**src/rtl/core/lms_pkg.sv**
```systemverilog
// lms_pkg: shared types and constants for the LMS regression trainer.
// No dependencies.
`default_nettype none
package lms_pkg;
    // features per sample; the sample struct below carries this many
    localparam int NUM_FEATURES = 4;

    typedef struct packed {
        logic signed [31:0] feature_0;
        logic signed [31:0] feature_1;
        logic signed [31:0] feature_2;
        logic signed [31:0] feature_3;
        logic signed [31:0] target;
        logic               last_sample;
    } lms_in_t;

    typedef struct packed {
        logic [2:0]         weight_index;
        logic signed [31:0] weight_value;
        logic [31:0]        final_loss;
        logic [31:0]        epochs_run;
        logic               last_result;
    } lms_out_t;

    localparam logic [1:0] REG_RATE      = 2'd0;
    localparam logic [1:0] REG_THRESHOLD = 2'd1;
    localparam logic [1:0] REG_EPOCHS    = 2'd2;

    // datapath operations issued by the controller
    typedef enum logic [2:0] {
        OP_NONE   = 3'd0,
        OP_CLEAR  = 3'd1,  // zero weights, epoch count, loss accumulator
        OP_LOSS   = 3'd2,  // accumulate loss of one sample
        OP_UPDATE = 3'd3,  // apply LMS step of one sample
        OP_EPOCH  = 3'd4   // bump epoch counter
    } lms_op_t;

    typedef struct packed {
        lms_op_t op;
        logic    rd_en;     // read sample at rd_addr
        logic    div_start; // start mean division
    } lms_cmd_t;

    typedef struct packed {
        logic op_done;  // multi-cycle sample op finished
        logic div_done;
        logic stop;     // loss at/below threshold or epoch limit reached
    } lms_stat_t;

    function automatic logic signed [31:0] sat32(input logic signed [65:0] v);
        if (v > 66'sd2147483647) return 32'sh7fffffff;
        else if (v < -66'sd2147483648) return 32'sh80000000;
        else return v[31:0];
    endfunction

    // round half up then shift right 16 (arithmetic)
    function automatic logic signed [65:0] rnd16(input logic signed [65:0] v);
        logic signed [65:0] t;
        t = v + 66'sd32768;
        return t >>> 16;
    endfunction
endpackage
`default_nettype wire

```
**src/rtl/core/lms_ctrl.sv**
```systemverilog
// lms_ctrl: training sequencer state machine.
// Depends on lms_pkg.
`default_nettype none
module lms_ctrl
    import lms_pkg::*;
#(
    parameter int MAX_SAMPLES  = 256,
    localparam int AW = (MAX_SAMPLES > 1) ? $clog2(MAX_SAMPLES) : 1,
    localparam int CW = $clog2(MAX_SAMPLES + 1)
)(
    input  wire logic         clk,
    input  wire logic         rst_n,
    input  wire logic         start,
    input  wire logic [CW-1:0] count,
    input  wire lms_stat_t    stat,
    output lms_cmd_t          cmd,
    output logic [AW-1:0]     rd_addr,
    output logic              busy,
    output logic              emit,
    output logic [2:0]        emit_sel,
    input  wire logic         emit_taken,
    output logic              done
);
    typedef enum logic [7:0] {
        ST_IDLE  = 8'b0000_0001,
        ST_CLEAR = 8'b0000_0010,
        ST_LRD   = 8'b0000_0100,
        ST_LOP   = 8'b0000_1000,
        ST_DIV   = 8'b0001_0000,
        ST_URD   = 8'b0010_0000,
        ST_UOP   = 8'b0100_0000,
        ST_EMIT  = 8'b1000_0000
    } st_t;
    st_t st_reg, st_next;
    logic [CW-1:0] s_reg, s_next;
    logic [2:0] e_reg, e_next;
    logic wait_reg, wait_next;

    always_comb
    begin
        st_next   = st_reg;
        s_next    = s_reg;
        e_next    = e_reg;
        wait_next = 1'b0;
        cmd       = '{op: OP_NONE, rd_en: 1'b0, div_start: 1'b0};
        done      = 1'b0;
        unique case (st_reg)
            ST_IDLE:
                if (start)
                    st_next = ST_CLEAR;
            ST_CLEAR:
            begin
                cmd.op = OP_CLEAR;
                s_next = '0;
                st_next = ST_LRD;
            end
            ST_LRD:
            begin
                if (s_reg == count)
                begin
                    cmd.div_start = 1'b1;
                    st_next = ST_DIV;
                end
                else
                begin
                    cmd.rd_en = 1'b1;
                    st_next = ST_LOP;
                    wait_next = 1'b1;
                end
            end
            ST_LOP:
            begin
                if (wait_reg)
                    cmd.op = OP_LOSS;
                else if (stat.op_done)
                begin
                    s_next = s_reg + 1'b1;
                    st_next = ST_LRD;
                end
            end
            ST_DIV:
            begin
                if (stat.div_done)
                begin
                    wait_next = 1'b1;
                end
                if (wait_reg)
                begin
                    if (stat.stop)
                    begin
                        e_next = '0;
                        st_next = ST_EMIT;
                    end
                    else
                    begin
                        cmd.op = OP_EPOCH;
                        s_next = '0;
                        st_next = ST_URD;
                    end
                end
            end
            ST_URD:
            begin
                if (s_reg == count)
                begin
                    s_next = '0;
                    st_next = ST_LRD;
                end
                else
                begin
                    cmd.rd_en = 1'b1;
                    st_next = ST_UOP;
                    wait_next = 1'b1;
                end
            end
            ST_UOP:
            begin
                if (wait_reg)
                    cmd.op = OP_UPDATE;
                else if (stat.op_done)
                begin
                    s_next = s_reg + 1'b1;
                    st_next = ST_URD;
                end
            end
            ST_EMIT:
            begin
                if (emit_taken)
                begin
                    e_next = e_reg + 3'd1;
                    if (e_reg == 3'(NUM_FEATURES))
                    begin
                        done = 1'b1;
                        st_next = ST_IDLE;
                    end
                end
            end
            default: st_next = ST_IDLE;
        endcase
    end

    always_ff @(posedge clk or negedge rst_n)
    begin
        if (!rst_n)
        begin
            st_reg   <= ST_IDLE;
            s_reg    <= '0;
            e_reg    <= '0;
            wait_reg <= 1'b0;
        end
        else
        begin
            st_reg   <= st_next;
            s_reg    <= s_next;
            e_reg    <= e_next;
            wait_reg <= wait_next;
        end
    end

    assign rd_addr  = s_reg[AW-1:0];
    assign busy     = (st_reg != ST_IDLE);
    assign emit     = (st_reg == ST_EMIT);
    assign emit_sel = e_reg;

    a_emit_range: assert property (@(posedge clk) disable iff (!rst_n)
        emit |-> e_reg <= 3'(NUM_FEATURES)) else $error("emit index out of range");
    a_one_op: assert property (@(posedge clk) disable iff (!rst_n)
        cmd.div_start |-> cmd.op == OP_NONE) else $error("overlapping commands");
    a_rd_bound: assert property (@(posedge clk) disable iff (!rst_n)
        cmd.rd_en |-> s_reg < count) else $error("read past fill");
endmodule
`default_nettype wire

```
**config.mk**
```make
export PLATFORM = sky130hd
export DESIGN_NAME = lms_ctrl
export DESIGN_NICKNAME = d
export VERILOG_FILES = /design/src/rtl/core/lms_pkg.sv /design/src/rtl/core/lms_ctrl.sv
export SDC_FILE = /design/constraint.sdc
export NUM_CORES = 1
export LEC_CHECK = 0
export ABC_AREA = 1
export BUFFER_PORTS_ARGS = -buffer_cell sky130_fd_sc_hd__buf_2
export CORE_ASPECT_RATIO = 1.25
export CORE_MARGIN = 3
export CORE_UTILIZATION = 35
export DETAILED_ROUTE_END_ITERATION = 12
export SYNTH_ARGS = -nofsm -noshare
export SYNTH_HDL_FRONTEND = slang
export SYNTH_SLANG_ARGS = --single-unit
```
**constraint.sdc**
```tcl
create_clock -name clk -period 1.9 [get_ports clk]
set_clock_uncertainty 0.2 [all_clocks]
set_input_delay 0.19 -clock clk [delete_from_list [all_inputs] [get_ports clk]]
set_output_delay 0.19 -clock clk [all_outputs]
set_load 0.05 [all_outputs]
```
==> results.yml, run 1 <==
logic_synthesis:
  synth_area_leaders: "dfrtp_1 31%, nand2_1 15%, nand3_1 7.1%, inv_1 6.9%, xnor2_1 4.8%"
  seq_area_frac_synth_pct: 32.29
  synth_top_area_share_pct: 30.67
  synth_fp_nets: 254
  synth_cell_types: 24
  ys_seq_elements: 21
  synthTopCellsByCount: "66 x nand2_1, 30 x inv_1, 23 x nand3_1"
  syn_inst: 235
  synth_flop_cell: "dfrtp_1"
  yosysMostFrequentCell: "nand2_1"
  synthArstFlopShare_pct: 100.0
  netlist_area_um2: 1632
  synth_top_area_cell: "dfrtp_1"
  syn_avg_cell_area_um2: 6.943
  yosysWarnings: 0
  synth_edf_count: 0
flow_run:
  maxCapViolations: 0
power_and_ir_drop:
  power_leakage_nw: 1.299
  share_seq_of_total_power_pct: 29.3
  ir_drop_uv: 731.8
  combPwrFrac_pct: 54.1
  switchingPower_w: 0.0008181
  power.density_nw_per_um2: 750.3
  internal_power_w: 0.001038
  p_total_w: 0.001856
  p_sw_share_pct: 44.08
  clkPwrFrac_pct: 16.6
floorplanning:
  die_x_um: 67.07
  rows: 27
  die_h_um: 82.34
  core-area_um2: 4459
  dieArea_um2: 5522
  io_pins: 35
  initial_utilization_pct: 36.59
cts:
  clkTransAtPathRegs_ns: 0.08
  numCtsBuffers: 3
  clk_latency_ns: 0.27
  root_buffer: "clkbuf_8"
  cts_sinks: 21
  clk_path_buf_depth: 2
  cts_tree: "yes"
  htreeDepth: 1
sta:
  setup_slack_ns: -0.1001
  drv_slew: 0
  hold_viol: 0
  rsz0062_at_grt: "yes"
  min_period_ns: 2.000
  fmax_ghz: 0.5000
  timing.slew.headroom_pct: 65.38
  tightest_slew_ns: 0.5194
  setup_viol: 5
  tns_ns: -0.3421
  period_share_pct: 105.3
worst_setup_path:
  crit_fanout: 5
  cp_data_arrival_time_ns: 1.61
  critPathRequiredTime_ns: 1.51
  end_kind: "output pin"
  start_kind: "flop"
  path_class: "flop to output pin"
final_layout:
  areaGrowthSynthToFinish_pct: 51.61
  fillerInstances: 435
  layout.cells.non_filler: 370
  drive_gt1_share_pct: 49.36
  num_antenna_cells: 0
  nets: 332
  fin_util_pct: 55.47
  largest_reg_flops: 9
detailed_routing:
  first_pass_iters: 4
  drt_iter0_drc: 70
  via_count: 1764
  viasPerCell: 4.768
  wire_per_inst_um: 12.87
  ant_nets: 0
  drc: 0
  totalWireLength_um: 4762
place:
  place_inst: 327
  dp_hpwl_um: 3094
  gp_congestion: 0.9088
  io_buffers: 34
  pre_cts_ws_ns: 0.08211
grt:
  grt_max_degree: 22
  grtUsageTotal_pct: 17.78
  grt_pass1_wl_um: 7445
  antenna_found_initial: 0
  grt_pass1_vias: 1733
  globalRouteOverflowTotal: 0
outcome:
  violations: "setup timing"
  status: "finished, violations left"
worst_hold_path:
  hp-class: "input port to flop"
cells by family after synthesis:
| kind of cell | synth area share (%) |
|---|---|
| adder cells (fa/ha/maj) | 2.301 |
| buffers and inverters | 14.26 |
| AO/OA/AOI/OAI | 3.681 |
| XOR/XNOR | 5.368 |
| AND/OR/NAND/NOR | 42.10 |
| flip-flops | 32.29 |
final timing paths:
| kind | to | start | cells after the start | slack, ns |
|---|---|---|---|---|
| min | st_reg[0] | start | 4 | 0.009 |
| min reg2reg | emit_sel[1] | emit_sel[1] | 2 | 0.36 |
| max reg2reg | s_reg[8] | st_reg[0] | 12 | 0.01 |
| min in group asynchronous | wait_reg | rst_n | 2 | 0.23 |
| max | cmd[4] | st_reg[2] | 9 | -0.10 |
| max in group asynchronous | st_reg[0] | rst_n | 2 | 0.91 |
placed cells by master, fill, tap and decap left out:
master,netlist,layout
and3_4,0,1
dlygate4sd3_1,0,2
a21oi_1,4,4
nand2_4,4,8
nand2_2,7,16
o21ai_2,0,3
nand2_8,0,1
buf_4,9,43
inv_2,5,9
o21ai_1,3,2
nand2_1,66,53
buf_2,0,26
nor2_2,6,7
inv_6,0,1
buf_8,0,4
dfstp_2,1,1
nor2_4,2,7
clkbuf_8,0,3
nand3_1,23,17
nor2_1,18,12
nor2_8,1,1
nor3_2,0,5
nand3_2,2,8
inv_1,30,24
xor2_1,1,1
ha_1,3,3
nor3_1,11,6
buf_6,3,9
xnor2_1,9,9
o21ai_0,5,3
clkbuf_1,0,1
inv_4,0,1
nand4_1,1,1
dfrtp_1,20,20
metrics by stage:
stage / hold slack (ns) / instance area, um^2
finish: 0.009162 / 2474
global placement: -0.01058 / 1874
detailed placement: -0.01026 / 1874
CTS: 0.006720 / 2258
global route: 0.01564 / 2474
floorplan: -0.3056 / 1643
worst max-delay path: stages, from the launching register on:
cell and delay (ns):
dfrtp_1 0.42, nor2_2 0.18, nand2_4 0.09, inv_6 0.08, nand2_4 0.06, nand2_4 0.09
inv_4 0.05, nand3_2 0.05, and3_4 0.18, buf_8 0.14
power by group through the flow:
stage	combinational, W	sequential [W]	clock, W
3_3_place_gp	0.000658	0.000542	0
4_1_cts	0.000787	0.000532	0.000308
5_1_grt	0.00108	0.000550	0.000340
2_1_floorplan	0.000510	0.000535	0
3_5_place_dp	0.000657	0.000542	0
6_report	0.00100	0.000544	0.000308
routing by layer:
metal	vias up	track usage (%)	routed length (um)
met2	51	34.12	2569
met1	829	18.86	1847
met3	12	2.706	217
li1	872	-	-
met5	-	0	0
met4	0	7.505	128
cell type report:
class	instances	area, um^2	area share, %
clock buffer	4	45.04	1.821
inverter	35	138.9	5.615
multi-input combinational	168	1056	42.69
sequential	21	526.8	21.29
tap	58	72.57	2.934
timing repair buffer	84	634.4	25.64
what timing repair did:
action / CTS / global route
endpoints found under the setup margin: 7 / 25
setup buffers: 29 / 9
hold buffers: 2 / 0
gates resized for setup: 33 / 45
cloned: 0 / 1
pin swaps: 18 / 20
hold endpoints to repair: 21 / 0
(Power assumes the default switching activity.)
==> inputs of run 2 (changes only) <==
--- a/config.mk
+++ b/config.mk
@@ -7,10 +7,13 @@
 export LEC_CHECK = 0
 export ABC_AREA = 1
 export BUFFER_PORTS_ARGS = -buffer_cell sky130_fd_sc_hd__buf_2
+export CELL_PAD_IN_SITES_DETAIL_PLACEMENT = 1
+export CELL_PAD_IN_SITES_GLOBAL_PLACEMENT = 1
 export CORE_ASPECT_RATIO = 1.25
 export CORE_MARGIN = 3
 export CORE_UTILIZATION = 35
 export DETAILED_ROUTE_END_ITERATION = 12
+export PLACE_DENSITY_LB_ADDON = 0.1
 export SYNTH_ARGS = -nofsm -noshare
 export SYNTH_HDL_FRONTEND = slang
 export SYNTH_SLANG_ARGS = --single-unit
==> run 2 against run 1 <==
The run still ends with setup timing left. Global-route usage up 0.81 points. Total power down 5.7%. Via count down 5.7%. Combinational power down 9%. Critical path depth unchanged. Non-clock buffer count down 20. Count of clock-buffer cells in the layout unchanged. Final cell count down 5.1%. First-iteration DRC count unchanged. Sequential share of layout area up 2.0 points. Die area unchanged. Utilization down 4.4 points. Critical path type unchanged.
==> results.yml, run 2 (synthesis gave the netlist of run 1 again) <==
final_layout:
  areaGrowthSynthToFinish_pct: 39.49
  largest_reg_flops: 9
  nets: 313
  num_antenna_cells: 0
  seqCellArea_um2: 529.3
  drive_gt1_share_pct: 45.05
  multi_input_area_um2: 1035
  final_common_cell: "nand2_1"
  final_cell_mix: "54 x nand2_1, 29 x buf_4, 26 x buf_2, 23 x inv_1, 21 x nand3_1"
  fillerInstances: 590
floorplanning:
  die_h_um: 82.34
  dieArea_um2: 5522
  initial_utilization_pct: 36.59
  die_x_um: 67.07
  rows: 27
  io_pins: 35
  core-area_um2: 4459
worst_setup_path:
  r2r_slack_ns: -0.05
  path_class: "flop to output pin"
  crit_family: "flip-flops"
  critPathRequiredTime_ns: 1.51
  worstPathBufferInverterCount: 3
  worstRegToRegCells: 12
  crit_fanout: 5
  worst_r2r_endpoint: "s_reg[5]"
  worstPathCellList: "nor2_2 -> nand2_4 -> inv_4 -> nand2_4 -> nand2_4 -> inv_4 -> nand3_2 -> and3_4 -> buf_8"
  start_kind: "flop"
  cpMostUsedCell: "nand2_4"
  crit_slowest_cell: "dfstp_2"
  cpPeakStageDelay_ns: 0.56
  cp_data_arrival_time_ns: 1.62
  rr_startpoint: "st_reg[0]"
  end_kind: "output pin"
cts:
  numCtsBuffers: 3
  root_buffer: "clkbuf_8"
  cts_sinks: 21
  htreeDepth: 1
  clk_path_buf_depth: 2
  clkTransAtPathRegs_ns: 0.08
  cts_tree: "yes"
  clk_latency_ns: 0.27
place:
  io_buffers: 34
  dp_hpwl_um: 3482
  gp_congestion: 0.8756
outcome:
  violations: "setup timing"
  status: "finished, violations left"
sta:
  setup_viol: 12
  min_period_ns: 2.005
  fmax_ghz: 0.4986
  drv_slew: 0
  tightest_slew_ns: 0.5178
  rsz0062_at_grt: "yes"
  hold_viol: 0
  period_share_pct: 105.5
  timing.slew.headroom_pct: 65.48
  hold_slack_ns: 0.01299
  setup_slack_ns: -0.1054
power_and_ir_drop:
  power_leakage_nw: 1.192
  ir_drop_uv: 881.2
  p_total_w: 0.001750
  power.density_nw_per_um2: 768.9
detailed_routing:
  drc: 0
  drt_iter0_drc: 70
  first_pass_iters: 4
  viasPerCell: 4.741
  via_count: 1664
  ant_nets: 0
  totalWireLength_um: 4939
  wire_per_inst_um: 14.07
worst_hold_path:
  hold_path_end: "st_reg[0]"
  hold_path.startpoint: "start"
  hp-class: "input port to flop"
  hold_depth: 4
flow_run:
  maxCapViolations: 0
grt:
  grt_pass1_wl_um: 7721
  grt_max_degree: 22
  globalRouteOverflowTotal: 0
  grtUsageTotal_pct: 18.59
  grt_pass1_vias: 1693
  antenna_found_initial: 0
run 2: cell count changes in the layout (fill, tap and decap cells not counted), moves of 2 or more:
cell,delta
buf_4,-14
nand3_2,-4
nand3_1,+4
buf_6,-5
dfrtp_1,-2
o21ai_2,-2
nor2_2,+2
dfrtp_2,+2
run 2: through the flow:
| stage | TNS, ns | cells | instance area (um^2) | utilization, % | setup slack [ns] |
|---|---|---|---|---|---|
| final | -0.5396 | 351 | 2276 | 51.04 | -0.1054 |
| after global routing | -1.729 | 351 | 2276 | 51.04 | -0.1786 |
| after CTS | -0.3528 | 343 | 2128 | 47.73 | -0.08837 |
| after detailed placement | 0 | 327 | 1874 | 42.03 | 0.04220 |
| after global placement | 0 | 327 | 1874 | 42.03 | 0.04994 |
| after floorplan | -0.08142 | 235 | 1643 | - | -0.08142 |
run 2: tightest hold or removal path, delay by kind of cell:
family	cells	cell delay, ns
buffers and inverters	2	0.10
and+or+nand+nor	2	0.19
run 2: worst max path at each step:
stage / depth (start not counted) / startpoint / slack, ns / endpoint
4_1_cts: 9 / st_reg[7] / -0.09 / cmd[4]
2_1_floorplan: 4 / emit_sel[0] / -0.08 / done
3_3_place_gp: 7 / st_reg[1] / 0.05 / cmd[4]
5_1_grt: 9 / st_reg[4] / -0.18 / cmd[4]
6_report: 9 / st_reg[0] / -0.11 / cmd[4]
3_5_place_dp: 9 / st_reg[5] / 0.04 / cmd[4]
run 2: metal layers:
| layer | routed length [um] | share of wire [%] | GRT usage (%) |
|---|---|---|---|
| met2 | 2693 | 55 | 35.40 |
| met3 | 206 | 4.2 | 2.842 |
| met4 | 146 | 3.0 | 6.288 |
| met1 | 1893 | 38 | 20.58 |
| met5 | 0 | 0 | 0 |
run 2: area by class of cell:
cell class,instances,share of cell area [%]
timing repair buffer,64,20.12
inverter,35,5.992
tap,58,3.189
multi-input combinational,169,45.46
sequential,21,23.25
clock buffer,4,1.979
run 2: report_power, final:
part / total [W] / switching (W) / internal [W] / leakage (nW)
logic: 0.000906 / 0.000607 / 0.000299 / 0.884
registers: 0.000538 / 0.0000394 / 0.000499 / 0.285
clock network: 0.000306 / 0.000156 / 0.000150 / 0.0228
run 2: timing repair:
item / CTS / global route
hold buffers: 2 / 0
resized for setup: 35 / 30
gates cloned: 0 / 2
endpoints found under the hold margin: 21 / 0
setup endpoints to repair: 7 / 27
buffers inserted: 10 / 6
pin swaps: 14 / 11
